--- config.mk ---
export PLATFORM = sky130hd
export DESIGN_NAME = mp1d_cell
export DESIGN_NICKNAME = d
export VERILOG_FILES = /design/src/sv/mp1d_pkg.sv /design/src/sv/mp1d_cell.sv
export SDC_FILE = /design/constraint.sdc
export NUM_CORES = 1
export LEC_CHECK = 0
export ABC_AREA = 1
export BUFFER_PORTS_ARGS = -buffer_cell sky130_fd_sc_hd__buf_2
export CORE_AREA = 10 10 118 227
export CTS_BUF_LIST = sky130_fd_sc_hd__clkbuf_8
export DETAILED_ROUTE_END_ITERATION = 8
export DIE_AREA = 0 0 128 237
export PLACE_DENSITY_LB_ADDON = 0.25
export SLEW_MARGIN = 20
export SYNTH_ARGS = -nofsm -noshare
export SYNTH_HDL_FRONTEND = slang
export SYNTH_SLANG_ARGS = --single-unit
--- constraint.sdc ---
create_clock -name clk -period 8.5 [get_ports clk]
set_clock_uncertainty 0.1 [all_clocks]
set_input_delay 1.7 -clock clk [delete_from_list [all_inputs] [get_ports clk]]
set_output_delay 1.7 -clock clk [all_outputs]
set_load 0.02 [all_outputs]
--- src/sv/mp1d_pkg.sv ---
// shared types, constants and float helpers for the 1-d max pooling stream
// no dependencies
package mp1d_pkg;

  localparam int NUM_CELLS  = 64;
  localparam int IDX_W      = $clog2(NUM_CELLS);
  localparam int MAX_KERNEL = 16;
  localparam int RESULT_CAP = 64;
  localparam int CNT_W      = $clog2(RESULT_CAP + 1);
  localparam int D_W        = 18;
  // tap offsets reach (MAX_KERNEL-1) times the largest 5-bit dilation
  localparam int OFF_W      = 9;
  localparam int ADDR_W     = 5;

  // register indexes
  localparam logic [2:0] REG_KERNEL   = 3'd0;
  localparam logic [2:0] REG_STRIDE   = 3'd1;
  localparam logic [2:0] REG_PADDING  = 3'd2;
  localparam logic [2:0] REG_DILATION = 3'd3;
  localparam logic [2:0] REG_OUT_W    = 3'd4;
  localparam logic [2:0] REG_FORMAT   = 3'd5;

  typedef enum logic {ST_RUN, ST_FLUSH} mp1d_state_t;

  typedef struct packed {
    logic [4:0]  kernel_width;
    logic [4:0]  stride;
    logic [3:0]  padding;
    logic [4:0]  dilation;
    logic [15:0] output_width;
    logic        number_format;
  } cfg_t;

  // one open window
  typedef struct packed {
    logic [15:0]           max_v;
    logic                  valid;
    logic                  done;
    logic signed [D_W-1:0] d;
  } cell_state_t;

  // broadcast to every cell
  typedef struct packed {
    logic                                absorb;
    logic                                inc;
    logic                                fresh;
    logic                                fmt;
    logic [15:0]                         sample;
    logic [15:0]                         base;
    logic [15:0]                         ow;
    logic [3:0]                          pd;
    logic [4:0]                          st;
    logic [MAX_KERNEL-1:0]               tap_en;
    logic [MAX_KERNEL-1:0][OFF_W-1:0]    tap_off;
    logic [OFF_W-1:0]                    last_off;
  } cell_ctrl_t;

  function automatic logic [15:0] neg_inf(input logic fmt);
    return fmt ? 16'hFF80 : 16'hFC00;
  endfunction

  function automatic logic is_nan(input logic [15:0] v, input logic fmt);
    if (fmt) return (v[14:7] == 8'hFF) && (v[6:0] != 7'd0);
    return (v[14:10] == 5'h1F) && (v[9:0] != 10'd0);
  endfunction

  // order key for non-nan values, both zeros equal
  function automatic logic [15:0] order_key(input logic [15:0] v);
    if (v[14:0] == 15'd0) return 16'h8000;
    if (v[15]) return ~v;
    return v | 16'h8000;
  endfunction

  function automatic logic take_new(input logic [15:0] h, input logic [15:0] s,
                                    input logic fmt);
    return is_nan(s, fmt) || (!is_nan(h, fmt) && (order_key(h) < order_key(s)));
  endfunction

endpackage

--- src/sv/mp1d_cell.sv ---
// one open pooling window: running max, distance to its first tap, done flag
// depends on mp1d_pkg
module mp1d_cell (
  input  logic                       clk,
  input  logic                       rst_n,
  input  logic [mp1d_pkg::IDX_W-1:0] cell_idx,
  input  mp1d_pkg::cell_ctrl_t       ctrl,
  input  logic                       upd,
  input  logic                       shift,
  input  mp1d_pkg::cell_state_t      nb_nxt,
  output mp1d_pkg::cell_state_t      eff,
  output mp1d_pkg::cell_state_t      nxt,
  output logic                       live
);
  import mp1d_pkg::*;

  cell_state_t     state_r;
  logic [10:0]     prod;
  logic [D_W-1:0]  init_d;
  logic            reach;
  logic            hit;
  logic [15:0]     held;

  // distance at row start: padding minus own window start
  assign prod   = {5'd0, cell_idx} * {6'd0, ctrl.st};
  assign init_d = D_W'(ctrl.pd) - D_W'(prod);

  always_comb begin
    if (ctrl.fresh) begin
      eff.max_v = neg_inf(ctrl.fmt);
      eff.valid = 1'b0;
      eff.done  = 1'b0;
      eff.d     = $signed(init_d);
    end else begin
      eff = state_r;
    end
  end

  assign live  = ({1'b0, ctrl.base} + 17'(cell_idx)) < {1'b0, ctrl.ow};
  assign reach = ctrl.absorb && live && !eff.d[D_W-1];
  assign held  = eff.valid ? eff.max_v : neg_inf(ctrl.fmt);

  // tap match against the precomputed offsets
  always_comb begin
    hit = 1'b0;
    for (int t = 0; t < MAX_KERNEL; t++) begin
      if (ctrl.tap_en[t] && (eff.d[D_W-2:OFF_W] == '0) && (eff.d[OFF_W-1:0] == ctrl.tap_off[t]))
        hit = 1'b1;
    end
  end

  // absorbed state for this beat
  always_comb begin
    nxt.max_v = reach ? ((hit && take_new(held, ctrl.sample, ctrl.fmt)) ? ctrl.sample : held)
                      : eff.max_v;
    nxt.valid = eff.valid | reach;
    nxt.done  = eff.done | (ctrl.absorb && !eff.d[D_W-1] &&
                            (eff.d[D_W-2:0] >= (D_W-1)'(ctrl.last_off)));
    nxt.d     = (ctrl.absorb && ctrl.inc) ? eff.d + 18'sd1 : eff.d;
  end

  always_ff @(posedge clk) begin
    if (!rst_n) begin
      state_r.valid <= 1'b0;
      state_r.done  <= 1'b0;
    end else if (upd) begin
      state_r.valid <= shift ? nb_nxt.valid : nxt.valid;
      state_r.done  <= shift ? nb_nxt.done : nxt.done;
    end
  end

  always_ff @(posedge clk) begin
    if (upd) begin
      state_r.max_v <= shift ? nb_nxt.max_v : nxt.max_v;
      state_r.d     <= shift ? nb_nxt.d : nxt.d;
    end
  end

endmodule

==> reports/results.tsv, run 1 <==
stage	metric	value	unit
drt	totalWireLength	39800	µm
yosys	synth_simple_gate_area_share	44.3	%
yosys	synth_commonest_cells	nand2_1 (534), inv_1 (280), nor2_1 (141)	
final_layout	largest_reg_flops	36	
power	p_per_area	164	nW/µm²
timing	hold_viol	0	
yosys	avgSynthCellArea	5.73	µm²
power	power.leakage	6.85	nW
power	power	0.00187	W
yosys	synth_top_family_by_area	simple AND/OR/NAND/NOR gates	
place	place_hpwl	34000	µm
drt	drtIter0Drc	641	
worst_setup_path	start_kind	input port	
global_route	grt_first_pass_wirelength	59800	µm
timing	setup_violations	0	
yosys	ys.flop_type	edfxtp_1	
timing	period_share	96.8	%
final_layout	area_growth	24.9	%
yosys	synth_top_area_share	22.0	%
timing	fin_setup_tns	0	ns
timing	holdWs	0.383	ns
global_route	grt_pass1_vias	11200	
clock_network	cts.clk_slew.worst_paths	0.09	ns
drt	vias_per_cell	5.07	
die	die_w	128	µm
global_route	grt_overflow	0	
status	status	complete, no violations	
worst_setup_path	path_max_fanout	16	
yosys	yosys_warnings	0	
worst_setup_path	worstRegToRegCells	22	
die	die_height	237	µm
die	rows	79	
final_layout	fill_cells	2521	
power	vdd_drop_max	0.119	mV
die	dieArea	30300	µm²
clock_network	root_buffer	clkbuf_8	
clock_network	ctsLongestPathBuffers	2	
worst_setup_path	crit_arrival	6.43	ns
die	initial_core_util	39.3	%
final_layout	final_nets	2289	
yosys	ys_top_cells_by_area	nand2_1 (22%), inv_1 (12%), edfxtp_1 (11%), ha_1 (9.6%), nand3_1 (7.6%)	
timing	rsz0062_at_grt	yes	
drt	drt-pass1-iter-count	7	
die	pin_count	349	
timing	worstMarginPinSlew	0.924	ns
yosys	muxShareOfSynthArea	0	%
yosys	ys_types	51	
timing	period_minus_slack	8.23	ns
place	placed_cell_area	11100	µm²
timing	fmax	121	MHz
hold_path	min_path_type	reg -> reg	
clock_network	numClockSinks	36	
yosys	synthArstFlopShare	0	%
yosys	synth_xor_xnor_area_share	7.50	%
yosys	synth_edf_count	34	
drt	drcViolationCount	0	
yosys	synth_area_leader_cell	nand2_1	
final_layout	final_layout_size_suffix_gt1_share	24.5	%
die	coreArea	23100	µm²
worst_setup_path	crit_required	6.70	ns
timing	maxSlewHeadroom	38.4	%
timing	final-max-slew-violation-count	0	
final_layout	stdcell_area	11400	µm²
global_route	antenna_found_initial	10	
yosys	synth_area	9100	µm²
worst_setup_path	path_class	in -> out	
clock_network	cts_tree	built	
drt	ant_nets	0	
yosys	synthAdderAreaFrac	12.9	%
drt	wire_per_inst	17.9	µm
clock_network	insertion_delay	0.31	ns
global_route	grt_max_degree	51	
drt	dr_total_vias	11200	
hold_path	worstHoldPathCells	2	
yosys	synth_nets	1949	
place	portBuffers	348	
global_route	grtUsageTotal	24.9	%
yosys	synth.most_common_cell	nand2_1	
clock_network	hold_buffers	0	
place	place.gp.congestion	0.961	
yosys	synthCells	1588	
yosys	synth_compound_gate_area_share	8.54	%
final_layout	largest_register	state_r	
yosys	ys_ff_latch	36	
flow_run	max_cap_violations	0	
clock_network	cts_buffers	5	
clock_network	h-tree-depth	2	
final_layout	reg.largest.list	state_r x36	
worst_setup_path	end_kind	output pin	
yosys	synth-seq-area-share	11.7	%
[layout by cell type (no fill, tap or decap), drive strengths merged]
| cell type | netlist | final |
|---|---|---|
| xor2 | 70 | 70 |
| o21ai | 56 | 56 |
| nor4 | 5 | 5 |
| diode | 0 | 6 |
| ha | 70 | 70 |
| a21oi | 48 | 48 |
| o221ai | 1 | 1 |
| dfxtp | 2 | 2 |
| o41ai | 1 | 1 |
| nand2 | 562 | 564 |
| or2 | 11 | 11 |
| clkbuf | 15 | 5 |
| inv | 288 | 289 |
| a221o | 1 | 1 |
| a31oi | 3 | 3 |
| o21bai | 5 | 5 |
| o211ai | 12 | 12 |
| fa | 15 | 15 |
| nor2 | 150 | 150 |
| buf | 29 | 375 |
| and3 | 1 | 1 |
| o31ai | 1 | 1 |
| nand3b | 4 | 4 |
| xnor2 | 7 | 7 |
| a211oi | 4 | 4 |
| nand4 | 16 | 16 |
| nand3 | 151 | 151 |
| a21o | 1 | 1 |
| clkinv | 4 | 6 |
| and2 | 11 | 11 |
| edfxtp | 34 | 34 |
| nor3 | 10 | 10 |
[area by class of cell]
cell class	instances	area, µm²	area share [%]
Sequential cell	36	1060	9.34
Timing Repair Buffer	375	1980	17.4
Inverter	292	1100	9.66
Tap cell	283	354	3.12
Multi-Input combinational cell	1218	6770	59.6
Clock buffer	5	68.8	0.606
Clock inverter	3	17.5	0.154
Antenna cell	6	15.0	0.132
[routing by layer]
layer	part of all wire [%]	track usage [%]
met3	5.9	4.61
met2	55	49.1
met5	0.083	0
met1	34	23.7
met4	4.4	10.8
[worst paths after layout]
kind	start	end	slack, ns
worst max register to register	state_r[19]	state_r[23]	4.25
worst min register to register	state_r[18]	state_r[18]	0.38
worst max-delay path	ctrl[173]	nxt[33]	0.27
worst min-delay path	state_r[18]	state_r[18]	0.38
[cell families (layout without fill, tap and decap cells)]
group,Yosys count,count (layout)
AND/OR/NAND/NOR,921,923
buffers and inverters,336,675
AO/OA/AOI/OAI,133,133
adder cells (fa/ha/maj),85,85
XOR/XNOR,77,77
flip-flops,36,36
other,0,6
[worst max-delay path, cell delays in order]
cell and delay [ns]:
buf_2 0.13, nand2_1 0.09, fa_1 0.53, fa_1 0.56
inv_1 0.06, fa_1 0.53, inv_1 0.04, ha_2 0.38
nand2_1 0.13, nor2_1 0.12, nand2_1 0.11, nand3_1 0.12
nand2_1 0.10, nand3_2 0.12, nand2_8 0.13, buf_4 0.17
xor2_1 0.14, nand3_1 0.11, nor2_1 0.05, nor2_1 0.09
nand2_1 0.07, nor2_2 0.12, nand3_4 0.14, nand2_4 0.21
nand2_1 0.07, nand3_1 0.10, and2_1 0.14, buf_2 0.16
[metrics by stage]
| step | setup slack [ns] | std cells | util [%] |
|---|---|---|---|
| after floorplan | 0.839 | 1588 | - |
| after global placement | 0.198 | 2195 | 47.9 |
| after detailed placement | 0.124 | 2195 | 47.9 |
| after CTS | 0.113 | 2203 | 48.3 |
| after global routing | -0.0262 | 2217 | 49.1 |
| final | 0.268 | 2218 | 49.1 |
[power by group]
group          switching, W  internal [W]  total (W)  leakage, nW
Combinational      0.000985      0.000518    0.00150         6.45
Sequential        0.0000105      0.000219   0.000229        0.354
Clock             0.0000788     0.0000575   0.000136       0.0460
[what timing repair did]
| item | 4_1_cts | 5_1_grt |
|---|---|---|
| gates resized for setup | 0 | 15 |
| endpoints found under the setup margin | 0 | 19 |
| buffers inserted | 0 | 7 |
Power figures use the tool's default switching activity.
==> inputs of run 2 (changes only) <==
==> constraint.sdc (replaced) <==
create_clock -name clk -period 8.5 [get_ports clk]
set_clock_uncertainty 0.1 [all_clocks]
set_input_delay 2.55 -clock clk [delete_from_list [all_inputs] [get_ports clk]]
set_output_delay 2.55 -clock clk [all_outputs]
set_load 0.02 [all_outputs]
==> reports/results.tsv, run 2 (synthesis gave the netlist of run 1 again) <==
stage	metric	value	unit	change
worst_setup_path	crit_required	5.85	ns	-0.85 ns
drt	drt-pass1-iter-count	5		-2
drt	totalWireLength	46100	µm	+16%
global_route	antenna_found_initial	11		+1
global_route	grt_pass1_vias	12700		+13%
place	place.gp.congestion	1.01		+5.0%
power	seq_power_share	8.3	%	-4.0 points
clock_network	cts.clk_slew.worst_paths	0.09	ns	about the same
global_route	grt_first_pass_wirelength	66100	µm	+11%
global_route	grt_max_degree	46		-9.8%
status	status	finished with violations		
power	power	0.00280	W	+50%
power	p_comb_share	86.6	%	+6.2 points
worst_setup_path	end_kind	output pin		
timing	fin_setup_tns	-30.58	ns	-30.58 ns
final_layout	largest_register	state_r		
global_route	grt_overflow	0		unchanged
power	internal_power	0.00138	W	+74%
final_layout	reg.largest.list	state_r x36		
final_layout	layout_commonest_cell	nand2_1		
timing	maxSlewHeadroom	34.5	%	-3.9 points
timing	setup_ws	-1.17	ns	-1.43 ns
die	dieArea	30300	µm²	unchanged
clock_network	insertion_delay	0.33	ns	+0.02 ns
drt	dr_total_vias	12500		+11%
die	die_w	128	µm	unchanged
worst_setup_path	r2r-start	state_r[19]		
die	die_height	237	µm	unchanged
power	netSwitchingFraction	50.6	%	-6.8 points
final_layout	most-common-layout-cells	nand2_1 (478), buf_2 (298), inv_1 (265)		
worst_setup_path	worstRegToRegCells	45		+100%
timing	period_minus_slack	9.67	ns	+1.43 ns
die	rows	79		unchanged
timing	rsz0062_at_grt	yes		
hold_path	worstHoldPathCells	2		unchanged
power	switchingPower	0.00142	W	+32%
drt	drcViolationCount	0		unchanged
clock_network	ctsLongestPathBuffers	2		unchanged
timing	final-max-slew-violation-count	0		unchanged
timing	period_share	114	%	+17 points
worst_setup_path	crit_arrival	7.02	ns	+0.59 ns
final_layout	area_growth	67.1	%	
worst_setup_path	r2r_end	state_r[26]		
die	initial_core_util	39.3	%	unchanged
clock_network	numClockSinks	36		unchanged
power	p_per_area	185	nW/µm²	+12%
final_layout	fin_cells	2483		+12%
clock_network	cts_buffers	5		unchanged
hold_path	min_from	state_r[18]		
power	power.leakage	8.50	nW	+24%
final_layout	regArea	1060	µm²	unchanged
worst_setup_path	start_kind	input port		
hold_path	hold_end	state_r[18]		
place	portBuffers	348		unchanged
worst_setup_path	path_max_fanout	8		-8
timing	setup_violations	42		+42
final_layout	final_nets	2552		+11%
clock_network	cts_tree	built		
clock_network	h-tree-depth	2		unchanged
final_layout	final_layout_size_suffix_gt1_share	42.0	%	+18 points
power	clkPwrFrac	5.2	%	-2.1 points
clock_network	hold_buffers	0		unchanged
power	vdd_drop_max	0.146	mV	+22%
hold_path	min_path_type	reg -> reg		
flow_run	max_cap_violations	0		unchanged
worst_setup_path	worst-r2r-setup-slack	1.88	ns	-2.37 ns
drt	vias_per_cell	5.04		-0.59%
timing	hold_viol	0		unchanged
status	violations	setup timing		
drt	ant_nets	0		unchanged
final_layout	largest_reg_flops	36		unchanged
timing	fmax	103	MHz	-15%
final_layout	multi_input_area	7930	µm²	+17%
drt	drtIter0Drc	530		-17%
global_route	grtUsageTotal	27.5	%	+2.5 points
place	dp.cells	2359		+7.5%
die	coreArea	23100	µm²	unchanged
place	place_hpwl	35900	µm	+5.6%
final_layout	fill_cells	2172		-14%
clock_network	root_buffer	clkbuf_8		
drt	wire_per_inst	18.6	µm	+3.6%
final_layout	postLayoutCoreUtil	65.7	%	+17 points
worst_setup_path	path_class	in -> out		
die	pin_count	349		unchanged
timing	worstMarginPinSlew	0.982	ns	+0.0585 ns
run 2: critical path, stage by stage:
cell	delay (ns)
buf_12	0.10
nand2_8	0.04
fa_1	0.51
fa_1	0.54
inv_2	0.04
fa_1	0.51
inv_2	0.05
ha_4	0.28
a21oi_4	0.19
nor2_4	0.05
nor2_4	0.15
nand2_2	0.10
nand2_2	0.09
nand3_4	0.09
nand2_8	0.15
buf_8	0.16
xor2_1	0.17
inv_1	0.08
nand3_2	0.08
nand3_2	0.10
nor2_4	0.11
nand3_4	0.14
buf_6	0.17
buf_4	0.13
nand3_2	0.05
nand3_2	0.07
and2_4	0.17
buf_6	0.12
run 2: how the worst max path moves through the flow:
stage / cells past startpoint / from / end
after floorplan: 26 / ctrl[171] / nxt[22]
after global placement: 28 / ctrl[171] / nxt[32]
after detailed placement: 28 / ctrl[171] / nxt[32]
final: 28 / ctrl[171] / nxt[30]
after CTS: 27 / ctrl[172] / nxt[32]
after global routing: 29 / ctrl[171] / nxt[27]
run 2: power groups by stage:
stage | combinational [W] | sequential (W) | clock (W)
floorplan | 0.00109 | 0.000229 | 0
CTS | 0.00203 | 0.000230 | 0.000147
finish | 0.00243 | 0.000232 | 0.000145
global placement | 0.00173 | 0.000234 | 0
detailed placement | 0.00175 | 0.000234 | 0
global route | 0.00261 | 0.000233 | 0.000150
run 2: metrics by stage:
step / setup slack (ns) / hold WS (ns) / instance area (µm²)
floorplan: -0.510 / 0.340 / 9380
global route: -1.34 / 0.402 / 15200
detailed placement: -1.36 / 0.359 / 12700
finish: -1.17 / 0.370 / 15200
global placement: -1.29 / 0.353 / 12700
CTS: -1.02 / 0.372 / 14100
run 2: layout make-up:
type | count | area share [%]
well taps | 283 | 2.33
multi-input cells | 1219 | 52.2
clock buffers | 5 | 0.453
repair buffers | 637 | 30.5
diodes | 8 | 0.132
inverters | 292 | 7.33
clock inverters | 3 | 0.156
flip-flops and latches | 36 | 6.98
run 2: routing by layer:
metal	GRT usage, %	wire length, µm	part of all wire, %	up-vias
li1	-	-	-	6135
met1	25.8	15200	33	5762
met2	54.5	25900	56	473
met3	4.95	2640	5.7	131
met4	12.2	2420	5.2	6
met5	0	45	0.098	-
run 2: what timing repair did:
| action | 4_1_cts | 5_1_grt |
|---|---|---|
| endpoints found under the hold margin | 0 | 0 |
| gates cloned | 0 | 4 |
| endpoints found under the setup margin | 44 | 48 |
| buffers inserted | 81 | 42 |
| resized for setup | 178 | 191 |
| pin swaps | 45 | 76 |
