[src/sv/mp1d_pkg.sv]
// shared types, constants and float helpers for the 1-d max pooling stream
// no dependencies
package mp1d_pkg;

  localparam int NUM_CELLS  = 64;
  localparam int IDX_W      = $clog2(NUM_CELLS);
  localparam int MAX_KERNEL = 16;
  localparam int RESULT_CAP = 64;
  localparam int CNT_W      = $clog2(RESULT_CAP + 1);
  localparam int D_W        = 18;
  // tap offsets reach (MAX_KERNEL-1) times the largest 5-bit dilation
  localparam int OFF_W      = 9;
  localparam int ADDR_W     = 5;

  // register indexes
  localparam logic [2:0] REG_KERNEL   = 3'd0;
  localparam logic [2:0] REG_STRIDE   = 3'd1;
  localparam logic [2:0] REG_PADDING  = 3'd2;
  localparam logic [2:0] REG_DILATION = 3'd3;
  localparam logic [2:0] REG_OUT_W    = 3'd4;
  localparam logic [2:0] REG_FORMAT   = 3'd5;

  typedef enum logic {ST_RUN, ST_FLUSH} mp1d_state_t;

  typedef struct packed {
    logic [4:0]  kernel_width;
    logic [4:0]  stride;
    logic [3:0]  padding;
    logic [4:0]  dilation;
    logic [15:0] output_width;
    logic        number_format;
  } cfg_t;

  // one open window
  typedef struct packed {
    logic [15:0]           max_v;
    logic                  valid;
    logic                  done;
    logic signed [D_W-1:0] d;
  } cell_state_t;

  // broadcast to every cell
  typedef struct packed {
    logic                                absorb;
    logic                                inc;
    logic                                fresh;
    logic                                fmt;
    logic [15:0]                         sample;
    logic [15:0]                         base;
    logic [15:0]                         ow;
    logic [3:0]                          pd;
    logic [4:0]                          st;
    logic [MAX_KERNEL-1:0]               tap_en;
    logic [MAX_KERNEL-1:0][OFF_W-1:0]    tap_off;
    logic [OFF_W-1:0]                    last_off;
  } cell_ctrl_t;

  function automatic logic [15:0] neg_inf(input logic fmt);
    return fmt ? 16'hFF80 : 16'hFC00;
  endfunction

  function automatic logic is_nan(input logic [15:0] v, input logic fmt);
    if (fmt) return (v[14:7] == 8'hFF) && (v[6:0] != 7'd0);
    return (v[14:10] == 5'h1F) && (v[9:0] != 10'd0);
  endfunction

  // order key for non-nan values, both zeros equal
  function automatic logic [15:0] order_key(input logic [15:0] v);
    if (v[14:0] == 15'd0) return 16'h8000;
    if (v[15]) return ~v;
    return v | 16'h8000;
  endfunction

  function automatic logic take_new(input logic [15:0] h, input logic [15:0] s,
                                    input logic fmt);
    return is_nan(s, fmt) || (!is_nan(h, fmt) && (order_key(h) < order_key(s)));
  endfunction

endpackage

[src/sv/mp1d_cfg.sv]
// apb register file for the pooling settings
// depends on mp1d_pkg
module mp1d_cfg (
  input  logic                        clk,
  input  logic                        rst_n,
  input  logic                        psel,
  input  logic                        penable,
  input  logic                        pwrite,
  input  logic [mp1d_pkg::ADDR_W-1:0] paddr,
  input  logic [31:0]                 pwdata,
  output logic [31:0]                 prdata,
  output logic                        pready,
  output mp1d_pkg::cfg_t              cfg
);
  import mp1d_pkg::*;

  cfg_t       cfg_r;
  logic [2:0] idx;
  logic       wr;

  assign idx    = paddr[4:2];
  assign wr     = psel && penable && pwrite;
  assign pready = 1'b1;
  assign cfg    = cfg_r;

  // register writes
  always_ff @(posedge clk) begin
    if (!rst_n) begin
      cfg_r.kernel_width  <= 5'd2;
      cfg_r.stride        <= 5'd2;
      cfg_r.padding       <= 4'd0;
      cfg_r.dilation      <= 5'd1;
      cfg_r.output_width  <= 16'd1;
      cfg_r.number_format <= 1'b0;
    end else if (wr) begin
      unique case (idx)
        REG_KERNEL:   cfg_r.kernel_width  <= pwdata[4:0];
        REG_STRIDE:   cfg_r.stride        <= pwdata[4:0];
        REG_PADDING:  cfg_r.padding       <= pwdata[3:0];
        REG_DILATION: cfg_r.dilation      <= pwdata[4:0];
        REG_OUT_W:    cfg_r.output_width  <= pwdata[15:0];
        REG_FORMAT:   cfg_r.number_format <= pwdata[0];
        default: ;
      endcase
    end
  end

  // read mux
  always_comb begin
    unique case (idx)
      REG_KERNEL:   prdata = {27'd0, cfg_r.kernel_width};
      REG_STRIDE:   prdata = {27'd0, cfg_r.stride};
      REG_PADDING:  prdata = {28'd0, cfg_r.padding};
      REG_DILATION: prdata = {27'd0, cfg_r.dilation};
      REG_OUT_W:    prdata = {16'd0, cfg_r.output_width};
      REG_FORMAT:   prdata = {31'd0, cfg_r.number_format};
      default:      prdata = 32'd0;
    endcase
  end

endmodule

[config.mk]
export PLATFORM = sky130hd
export DESIGN_NAME = mp1d_cfg
export DESIGN_NICKNAME = d
export VERILOG_FILES = /design/src/sv/mp1d_pkg.sv /design/src/sv/mp1d_cfg.sv
export SDC_FILE = /design/constraint.sdc
export NUM_CORES = 1
export LEC_CHECK = 0
export BUFFER_PORTS_ARGS = -buffer_cell sky130_fd_sc_hd__buf_2
export CORE_UTILIZATION = 45
export CTS_BUF_LIST = sky130_fd_sc_hd__clkbuf_4 sky130_fd_sc_hd__clkbuf_8
export DETAILED_ROUTE_END_ITERATION = 6
export PLACE_DENSITY = 0.85
export SYNTH_ARGS = -nofsm -noshare
export SYNTH_HDL_FRONTEND = slang
export SYNTH_SLANG_ARGS = --single-unit
[constraint.sdc]
create_clock -name clk -period 1.65 [get_ports clk]
set_input_delay 0.33 -clock clk [delete_from_list [all_inputs] [get_ports clk]]
set_output_delay 0.33 -clock clk [all_outputs]
set_load 0.01 [all_outputs]
==> reports/summary.md, run 1 <==
Yosys mapped a number of flops with a built-in enable equal to 0. After layout, the minimum clock period comes to 1.69 ns. Summed over all layers, the global routing overflow is 0. The instance count after placement with tap cells included is 331. Among all flip-flop cells after synthesis, the most frequent one is sky130_fd_sc_hd__dfxtp_1. The number of nets with antenna violations after routing is 0, and the leakage power total is 1.21 nW. The top cell types in the final layout, fill and taps aside, are 74 x sky130_fd_sc_hd__buf_2, 48 x sky130_fd_sc_hd__nand2_1, 41 x sky130_fd_sc_hd__mux2i_1, 34 x sky130_fd_sc_hd__dfxtp_1, 17 x sky130_fd_sc_hd__conb_1. At the worst endpoint, the arrival time is 1.36 ns. The startpoint identified for the worst register-to-register timing path is cfg[0]. On the final layout, the worst clock skew is 0 ns.

The worst setup path is launched from a flip-flop. The number of global-route vias before repair is 1,357, and the final weighted congestion in routability-driven placement is 0.821. At the end of the flow, the number of nets in the layout was 332. Walking the worst path, the cells encountered are mux4_2 -> nand2_2 -> o31ai_1 -> buf_2. For met3 alone, demand over resource in global routing was 3.94%. At the placement stage, the worst setup path has a slack of 0.0159 ns. The proportion of synthesized chip area in sequential cells was 38.3%.

The tools report the area of all placed cells without fillers as 2460 sq um. By area the synthesized netlist is led by sky130_fd_sc_hd__dfxtp_1 38%, sky130_fd_sc_hd__mux2i_1 22%, sky130_fd_sc_hd__nand2_1 9.8%, sky130_fd_sc_hd__buf_4 6.8%, sky130_fd_sc_hd__and2_1 3.7%. Count of pins over their slew limit: 0. The last element of the critical path is prdata[0]. For this run, the slowest stage of the critical path takes 0.48 ns. For the number of hold violations in the final report, the log shows 0. The dominant cell type by area after synthesis was sky130_fd_sc_hd__dfxtp_1.

After floorplanning, the core was sized to cover 4000 sq um. After technology mapping, the gate count stands at 206. Compared with the post-synthesis result, the final layout area differs by 30.6%.

The area of the mapped netlist came out at 1880 sq um. The global-route met2 utilization came out at 30.4%. The final layout contains routed wiring with a total length of 4.17 mm. Summing all placed instances gives a cell area of 2340 sq um. The global routing stage identified its most utilized layer as met2. The tree built by TritonCTS fans out to 36 sinks. The first global-routing pass estimated 6.35 mm of wire. For the slack of the critical path, the log shows -0.0441 ns.

The family with the most delay on the worst path is multiplexers. The number of cells on the worst reg-to-reg path is 3. The top-level I/O count is 111, and the total number of vias is 1,633. The reg-to-reg endpoint is cfg[0].

For this run, the detailed router's first-pass iteration total came to 4. During synthesis, Yosys emitted a total of 0 warnings. The root cell of the clock tree is sky130_fd_sc_hd__clkbuf_8.

The type of the most critical hold path is in -> reg. Summed negative setup slack over all endpoints: -0.0441 ns. In this run the most critical hold path is launched from pwdata[15]. Counting along the longest clock path gives a buffer depth of 2. Clock-pin slew was measured on the worst setup and hold paths at 0.07 ns. The number of clock buffers added by TritonCTS is 5. Largest driver fanout on the critical path: 2. The worst setup path is of the reg -> out kind. The run finished, with violations left. The number of diodes added for antenna fixing was 0; the cell row count was 23.

The count of H-tree levels built during CTS is 2, and the setup-violating endpoint count in the final report is 1. Cells with a size suffix above 1 make up 37.8% of the layout. For the power after layout, the log shows 1.75 mW. The run gives 47.1% as the starting utilization of the core area. The count of cells in the finished layout, fillers not included, comes to 341. In this run the number of cells on the critical path is 4. The kind of end point of the critical path is an output pin. Once detailed placement completed, the half-perimeter wirelength came to 3.12 mm. The highest clock frequency the design can meet was 590 MHz; the share of flip-flops with an asynchronous set or reset after synthesis was 0%. After detailed routing, the number of vias per cell comes to 4.79.

The endpoint required time on the critical path is 1.32 ns, and the vertical die dimension is 66.7 microns. Entering global routing, the biggest net connects 25 pins. The run gives 34 as the count of unique library cells instantiated by Yosys. During placement, the flow inserted port buffers numbering 75. The peak supply drop was 0.000466 V. The initial antenna violation count came out at 0. The iteration-0 DRC count of the detailed router was 50; the number of flip-flops in the largest register was 36. The run gives 4450 sq um as the area enclosed by the die boundary. Power spread over the standard cell area amounts to 710 nW/um^2. The post-synthesis register bit count is 36. Max-cap violations in this run came to 0. Startpoint of the worst setup timing path: cfg[0].

Across all register-to-register paths, the minimum setup slack is 0.91 ns. Global routing used 19.1% of the available tracks across all layers. The later pin in the worst-skew pair is clocked with a latency of 0.28 ns. Average wire per standard cell: 12.2 microns.

TritonCTS built the clock tree. The checks that failed: negative setup slack. In this run the horizontal extent of the chip is 66.7 microns. In the global route stage, met1 resource usage came out at 24.8%. The combined buffer and inverter count along the critical path is 1. Leaving out fill and tap cells, the most frequent cell in the layout is sky130_fd_sc_hd__buf_2. The slowest stage of the critical path belongs to the cell sky130_fd_sc_hd__mux4_2. Summed over its instances, the top area cell type makes up 38.3% of the synthesized netlist area. After detailed routing, the number of remaining DRC violations is 0.

Setup repair after global routing could not meet its margin everywhere. A synthesized cell averages 9.14 sq um. The final period utilization works out to 103%.
==> metrics by stage <==
step,hold slack [ns],util [%]
after floorplan,0.472,-
after global placement,0.450,58.5
after detailed placement,0.461,58.5
after CTS,0.289,61.1
after global routing,0.298,61.5
final,0.293,61.5
==> synthesized netlist by cell type (2+ instances only) <==
master	n
sky130_fd_sc_hd__mux2i_1	41
sky130_fd_sc_hd__dfxtp_1	36
sky130_fd_sc_hd__and2_1	11
sky130_fd_sc_hd__nor2b_1	7
sky130_fd_sc_hd__o31ai_1	3
sky130_fd_sc_hd__o21a_1	2
sky130_fd_sc_hd__nand2_1	49
sky130_fd_sc_hd__conb_1	2
sky130_fd_sc_hd__clkbuf_1	8
sky130_fd_sc_hd__buf_2	4
sky130_fd_sc_hd__o2bb2ai_1	2
sky130_fd_sc_hd__inv_1	2
sky130_fd_sc_hd__buf_4	17
sky130_fd_sc_hd__o21ai_0	2
==> cell families (layout without fill, tap and decap cells) <==
group                  Yosys count  count (layout)  share of synthesized area, %
buffers and inverters           32             102                          10.4
other                            2              17                         0.399
and+or+nand+nor                 79              79                          21.9
muxes                           43              43                          23.8
DFF                             36              36                          38.3
AOI/OAI and AO/OA               14              14                          5.25
==> layer usage <==
metal / wire, microns / vias up
met5: 0 / -
met4: 50 / 0
met3: 283 / 7
met2: 1950 / 66
met1: 1890 / 737
li1: - / 823
==> timing repair <==
item                                    in CTS  in global routing
hold buffers                                 0                  0
setup buffers                                1                  1
pin swaps                                    1                  0
resized for setup                            3                  3
endpoints found under the setup margin       1                 15
==> report_power, final <==
| part | total (mW) | internal (mW) | switching (mW) | leakage [nW] |
|---|---|---|---|---|
| registers | 0.880 | 0.875 | 0.00455 | 0.291 |
| logic | 0.194 | 0.0807 | 0.113 | 0.861 |
| clock network | 0.672 | 0.373 | 0.299 | 0.0523 |
| total | 1.75 | 1.33 | 0.416 | 1.21 |
==> worst min-delay path: cells and delay by family <==
family / cells / cell delay, ns
and+or+nand+nor: 1 / 0.04
buffers and inverters: 1 / 0.09
muxes: 1 / 0.06
==> final cells by class <==
class	instances	area [sq um]
fill	365	1540
inverter	2	7.51
timing repair buffer	92	547
sequential	36	723
tap	50	62.6
clock buffer	8	97.6
multi-input combinational	153	1020
==> worst min path at each step <==
stage,cells past startpoint,end,slack [ns]
floorplan,2,cfg[10],0.47
global route,3,cfg[9],0.30
global placement,2,cfg[11],0.45
finish,3,cfg[16],0.29
CTS,3,cfg[14],0.29
detailed placement,2,cfg[9],0.46
Power figures use the tool's default switching activity.
==> inputs of run 2 (changes only) <==
==> constraint.sdc (replaced) <==
create_clock -name clk -period 2.15 [get_ports clk]
set_input_delay 0.43 -clock clk [delete_from_list [all_inputs] [get_ports clk]]
set_output_delay 0.43 -clock clk [all_outputs]
set_load 0.01 [all_outputs]
==> reports/summary.md, run 2 (synthesized netlist as in run 1, its figures left out) <==
The critical register-to-register path startpoint is cfg[32]. Reg-to-reg endpoint: cfg[32]. The iteration-0 DRC count of the detailed router was 53 (+6.0%); the average wire per standard cell was 12.6 microns (+2.9%). The all-layer global routing usage is 19.6% (+0.51 points), and the maximum number of pins on one net before global-route repair is 55 (+120%). Relative contribution of sequential cells to total power: 51.4% (+1.0 points). The logs give 0 ns (unchanged) for the worst clock skew on the final layout and 0.381 ns (+0.0882 ns) for the worst hold slack.

The stage delay of the slowest cell on the critical path was 0.32 ns (-0.16 ns); the register clock-pin slew on the reported worst setup and hold paths was 0.08 ns (about the same). The initial antenna violation count is 0 (unchanged). The tools report the first-pass detailed-route iteration total as 4 (unchanged). The run gives 0.332 mW (-20%) as the switching power. Wire length of the first global-routing pass: 6.46 mm (+1.6%). The critical path goes through buf_2 -> buf_4 -> mux4_1 -> nand2_1 -> o31ai_1 -> buf_2. For the number of global-route vias before repair, the log shows 1,410 (+3.9%). The number of buffer cells added on primary ports was 75 (unchanged); the largest driver fanout on the critical path was 9 (+7).

Setup repair after global routing left no endpoint under its margin. Dividing the final minimum period by the clock period gives 88.4%. The depth of the worst register-to-register path was 2 (-1); the sum of net half-perimeters after detailed placement was 3.04 mm (-2.7%).

The TritonCTS sink count came out at 36 (unchanged). The detailed-route DRC error count is 0 (unchanged). The run gives 4450 sq um (unchanged) as the area enclosed by the die boundary. The kind of end point of the critical path was an output pin. The reg2reg setup slack is 1.50 ns (+0.59 ns). The logs give 1.31 mW (-25%) for the power after layout and 323 (-2.4%) for the instance count after placement with tap cells included. The peak supply drop was 0.000358 V (-23%). By startpoint and endpoint, the worst setup path is classified as in -> out. The worst setup path is launched from an input pin. The number of nets with antenna violations after routing was 0 (unchanged); the leakage power total was 1.15 nW (-4.6%). The switching part of the total is 25.3% (+1.5 points). The number of diodes added for antenna fixing is 0 (unchanged), and the ratio of cells with drive above 1 in the final layout is 34.5% (-3.3 points). Relative to the synthesized area, the layout overhead comes to 25.5%. The run gives 2 (unchanged) as the largest buffer count on any clock path.

The cell row count is 23 (unchanged). Number of hold violations in the final report: 0 (unchanged). On the critical path, the stage with the largest delay is an instance of sky130_fd_sc_hd__mux4_1.

TritonCTS built the clock tree. Leaving out fill and tap cells, the most frequent cells in the layout are 75 x sky130_fd_sc_hd__buf_2, 49 x sky130_fd_sc_hd__nand2_1, 41 x sky130_fd_sc_hd__mux2i_1, 36 x sky130_fd_sc_hd__dfxtp_1, 17 x sky130_fd_sc_hd__conb_1. The count of pins over their slew limit was 0 (unchanged). The run gives 526 MHz as the highest clock frequency the design can meet.

The number of flip-flops in the largest register is 36 (unchanged). The run gives 362 (-0.82%) as the filler cell count in the final layout. Data arrival time of the critical path: 1.47 ns (+0.11 ns). The run gives 322 (-3.0%) as the final layout net count. The post-CTS setup buffer count came out at 0 (-1). Leaving out fill and tap cells, the most frequent cell in the layout is sky130_fd_sc_hd__buf_2. The transition time at the pin with the least slew margin works out to 0.575 ns. The number of standard cells in the final layout excluding fillers is 331 (-2.9%), and the number of instances on the worst hold path is 3 (unchanged).

The max-cap check violation count was 0 (unchanged). The tree is rooted in a sky130_fd_sc_hd__clkbuf_8. For the finished layout, the period the worst path requires is 1.90 ns. Counting stages on the worst path, the most repeated cell is sky130_fd_sc_hd__buf_2.

Setup-violating endpoint count in the final report: 0 (-1). The power share of the clock group is 38.0% (-0.5 points). Capture endpoint of the worst hold path: cfg[10]. Endpoint required time on the critical path: 1.72 ns (+0.40 ns). For the total number of vias, the log shows 1,628 (-0.31%). The power density over the cells is 555 nW/um^2 (-22%), and the global route total overflow is 0 (unchanged). The path class of the tightest hold or removal check is in -> reg. The flow ran to the end, and the final reports show no timing, DRC or antenna violations. In this run the most critical hold path is launched from pwdata[9]. The starting utilization of the core area was 47.1% (unchanged). The top-level I/O count was 111 (unchanged); the total detailed-routing wirelength was 4.17 mm (-0.12%). The headroom to the max-slew limit was 61.5%.

The tools report the summed negative setup slack over all endpoints as 0 ns (+0.0441 ns). The post-detailed-route via-to-cell ratio came out at 4.92 (+2.7%). For the internal power component, the log shows 0.980 mW (-26%). The horizontal extent of the die was 66.7 microns (unchanged).

For the count of H-tree levels built during CTS, the log shows 2 (unchanged). Vertical die dimension: 66.7 microns (unchanged). The area of the core was 4000 sq um (unchanged). The final weighted congestion in routability-driven placement was 0.787 (-4.2%); the clock buffer count from CTS was 5 (unchanged).

The share of total power in combinational logic is 10.6% (-0.5 points). The clock latency on the worst-skew pair is 0.28 ns (about the same).
[run 2: cell types whose count changed in the layout (fill, tap and decap cells not counted), sizes merged]
| cell | delta |
|---|---|
| buf | -9 |
| clkinv | +2 |
| clkbuf | -3 |
[run 2: metrics by stage]
stage	worst slack (ns)	util (%)	instance area, sq um
3_3_place_gp	-0.00147	56.6	2270
3_5_place_dp	-0.0926	56.6	2270
2_1_floorplan	0.393	-	1940
5_1_grt	0.157	59.1	2360
4_1_cts	0.235	59.1	2360
6_report	0.250	59.1	2360
[run 2: cell type report]
class                   instances  area (sq um)  area share [%]
clock buffers                   6          82.6            3.49
clock inverters                 2          10.0           0.424
inverters                       2          7.51           0.318
multi-input cells             153          1030            43.5
flip-flops and latches         36           721            30.5
well taps                      50          62.6            2.65
repair buffers                 82           453            19.2
[run 2: worst max path at each step]
stage                        start          to  slack [ns]  depth (start not counted)
after global placement    paddr[4]  prdata[15]      -0.001                          5
after CTS                 paddr[4]  prdata[15]        0.24                          5
final                     paddr[2]   prdata[0]        0.25                          6
after floorplan           paddr[2]   prdata[2]        0.39                          5
after detailed placement  paddr[4]  prdata[15]       -0.09                          5
after global routing      paddr[2]   prdata[1]        0.16                          6
[run 2: worst max-delay path, delay by kind of cell]
kind / cells / cell delay (ns)
buffers and inverters: 3 / 0.58
multiplexers: 1 / 0.32
AND/OR/NAND/NOR: 1 / 0.08
AO/OA/AOI/OAI: 1 / 0.06
[run 2: timing repair]
item / 4_1_cts / 5_1_grt
hold buffers: 0 / 0
setup endpoints to repair: 11 / 0
gates resized for setup: 1 / 0
[run 2: routing by layer]
layer	GRT usage [%]	vias up	routed length [microns]
met1	23.7	739	1860
met2	31.6	76	1870
met3	6.68	9	344
li1	-	804	-
met4	8.24	0	92
met5	0	-	0
[run 2: power groups by stage]
stage | clock network (mW) | logic [mW] | registers, mW
floorplan | 0 | 0.103 | 0.692
global placement | 0 | 0.136 | 0.690
detailed placement | 0 | 0.138 | 0.690
CTS | 0.513 | 0.139 | 0.675
global route | 0.545 | 0.154 | 0.675
finish | 0.499 | 0.139 | 0.675
==> inputs of run 3 (changes only) <==
--- a/config.mk
+++ b/config.mk
@@ -5,7 +5,7 @@
 export SDC_FILE = /design/constraint.sdc
 export NUM_CORES = 1
 export LEC_CHECK = 0
-export BUFFER_PORTS_ARGS = -buffer_cell sky130_fd_sc_hd__buf_2
+export BUFFER_PORTS_ARGS = -buffer_cell sky130_fd_sc_hd__buf_4
 export CORE_UTILIZATION = 45
 export CTS_BUF_LIST = sky130_fd_sc_hd__clkbuf_4 sky130_fd_sc_hd__clkbuf_8
 export DETAILED_ROUTE_END_ITERATION = 6
==> reports/summary.md, run 3 (synthesized netlist as in run 1, its figures left out) <==
Setup repair after global routing left no endpoint under its margin. The library cells used most frequently in the layout, excluding fill and tap cells, are 77 x sky130_fd_sc_hd__buf_4, 49 x sky130_fd_sc_hd__nand2_1, 41 x sky130_fd_sc_hd__mux2i_1, 36 x sky130_fd_sc_hd__dfxtp_1, 17 x sky130_fd_sc_hd__conb_1. The internal power component is 1.02 mW (+3.9%). The setup-violating endpoint count in the final report was 0 (unchanged). The run gives 346 (-4.4%) as the filler cell count in the final layout. Average wire per standard cell: 13.0 microns (+3.5%). The global route total overflow is 0 (unchanged). The logs give 36 (unchanged) for the TritonCTS sink count and 5 (unchanged) for the clock buffer count from CTS. The vertical die dimension works out to 66.7 microns (unchanged).

The initial antenna violation count is 0 (unchanged). The register clock-pin slew on the reported worst setup and hold paths works out to 0.07 ns (about the same). For the leakage power total, the log shows 1.15 nW (-0.18%). The ratio of cells with drive above 1 in the final layout is 33.0% (-1.5 points), and the slack of the critical path is 0.179 ns (-0.0705 ns). The number of hold violations in the final report came out at 0 (unchanged). The run gives 111 (unchanged) as the top-level I/O count.

The area overhead of the layout relative to synthesis is 33.2%, and the depth of the worst register-to-register path is 2 (unchanged). The first-pass detailed-route iteration total is 4 (unchanged). The type of the most critical hold path is in -> reg.

The highest clock frequency the design can meet was 507 MHz (-3.6%). The count of cells resized by post-cts repair was 0 (-1); the footprint of the multi-input gates was 1020 sq um (-0.49%). The all-layer global routing usage is 19.3% (-0.38 points). The start point of the worst min-delay path was pwdata[15]. For the relative contribution of sequential cells to total power, the log shows 50.6% (-0.8 points). The largest buffer count on any clock path came out at 2 (unchanged). The final weighted congestion in routability-driven placement was 0.769 (-2.2%); the horizontal extent of the die was 66.7 microns (unchanged). The total number of vias was 1,593 (-2.1%); the power density over the cells was 532 nW/um^2 (-4.2%). TritonCTS built the clock tree. The number of diodes added for antenna fixing was 0 (unchanged); the data arrival time of the critical path was 1.54 ns (+0.07 ns). The maximum number of pins on one net before global-route repair is 55 (unchanged). The tools report the wire length of the first global-routing pass as 6.49 mm (+0.43%). The logs give 0 (unchanged) for the max-cap check violation count and 1,374 (-2.6%) for the number of global-route vias before repair.

The transition time at the pin with the least slew margin works out to 0.502 ns (-0.0731 ns). The tools report the endpoint required time on the critical path as 1.72 ns (about the same). The number of nets with antenna violations after routing was 0 (unchanged). For the count of H-tree levels built during CTS, the log shows 2 (unchanged).

The post-detailed-route via-to-cell ratio is 4.89 (-0.65%), and the area enclosed by the die boundary is 4450 sq um (unchanged). The run gives 1.49 ns (about the same) as the reg2reg setup slack. The worst register-to-register path ends at cfg[0]. Final period utilization: 91.7% (+3.3 points).

The critical path start-end classification is in -> out. The final critical path time including I/O delays and setup was 1.97 ns (+0.0705 ns); the summed negative setup slack over all endpoints was 0 ns (unchanged). The run gives 0 (unchanged) as the count of pins over their slew limit. STA classifies the critical path endpoint as an output pin.

The tools report the area of the core as 4000 sq um (unchanged). The switching part of the total was 23.7% (-1.7 points); the final layout net count was 318 (-1.2%). The worst clock skew on the final layout came out at 0 ns (unchanged). The tools report the cell row count as 23 (unchanged). The logs give 10.9% (+0.3 points) for the share of total power in combinational logic and 0.316 mW (-5.0%) for the switching power. The tools report the starting utilization of the core area as 47.1% (unchanged). For hold timing, the worst endpoint is cfg[16]. The worst register-to-register path begins at cfg[0]. The most frequent standard cell in the layout excluding fill and tap cells was sky130_fd_sc_hd__buf_4. The register cell area after layout was 721 sq um (unchanged); the number of flip-flops in the largest register was 36 (unchanged).

The run gives 3.07 mm (+1.0%) as the sum of net half-perimeters after detailed placement. STA classifies the critical path startpoint as an input pin. The run gives 0.193 ns (+0.286 ns) as the post-placement setup slack.

The post-CTS setup buffer count was 0 (unchanged); the utilization of the core after routing was 62.7% (+3.6 points). The iteration-0 DRC count of the detailed router is 55 (+3.8%), and the largest driver fanout on the critical path is 15 (+6). The number of buffer cells added on primary ports was 75 (unchanged); the detailed-route DRC error count was 0 (unchanged). The run finished with clean final reports. The clock latency on the worst-skew pair came out at 0.28 ns (about the same). The number of instances on the worst hold path is 3 (unchanged). The root cell of the clock tree was sky130_fd_sc_hd__clkbuf_8. For the number of buffers added to fix hold violations after cts, the log shows 0 (unchanged).

For the total detailed-routing wirelength, the log shows 4.24 mm (+1.9%). The run gives 0.000426 V (+19%) as the peak supply drop. The power share of the clock group was 38.5% (+0.5 points).

Headroom to the max-slew limit: 66.5% (+5.1 points).
-- run 3: routing by layer --
layer | global-route usage [%] | vias to the layer above | share of wire [%]
met3 | 5.48 | 4 | 7.8
met5 | 0 | - | 0
met1 | 24.0 | 730 | 43
met4 | 5.05 | 0 | 0.64
met2 | 32.2 | 66 | 48
li1 | - | 793 | -
-- run 3: worst max path at each step --
stage                     slack, ns      from        end  depth (start not counted)
final                          0.18  paddr[4]  prdata[0]                          5
after detailed placement       0.19  paddr[4]  prdata[0]                          5
after global routing           0.15  paddr[4]  prdata[0]                          5
after global placement         0.23  paddr[4]  prdata[0]                          5
after floorplan                0.39  paddr[2]  prdata[2]                          5
after CTS                      0.19  paddr[4]  prdata[0]                          5
-- run 3: cell type report --
type / count / area share [%]
multi-input cells: 153 / 40.8
flip-flops and latches: 36 / 28.7
repair buffers: 78 / 23.9
clock buffers: 7 / 3.84
well taps: 50 / 2.50
inverters: 2 / 0.299
-- run 3: per-stage QoR --
step	hold slack [ns]	power, mW	instance area [sq um]	std cells
after detailed placement	0.459	0.835	2410	319
final	0.398	1.33	2510	326
after CTS	0.399	1.34	2510	326
after global routing	0.412	1.38	2510	326
after global placement	0.453	0.833	2410	319
after floorplan	0.487	0.795	1940	221
-- run 3: worst max-delay path, stage by stage --
cell,delay [ns]
sky130_fd_sc_hd__buf_4,0.19
sky130_fd_sc_hd__mux4_1,0.61
sky130_fd_sc_hd__nand2_1,0.10
sky130_fd_sc_hd__o31ai_1,0.06
sky130_fd_sc_hd__buf_4,0.15
-- run 3: power by group through the flow --
| stage | clock, mW | sequential [mW] | combinational [mW] |
|---|---|---|---|
| 2_1_floorplan | 0 | 0.692 | 0.103 |
| 3_3_place_gp | 0 | 0.690 | 0.142 |
| 3_5_place_dp | 0 | 0.691 | 0.145 |
| 4_1_cts | 0.523 | 0.675 | 0.145 |
| 5_1_grt | 0.544 | 0.676 | 0.160 |
| 6_report | 0.514 | 0.675 | 0.146 |
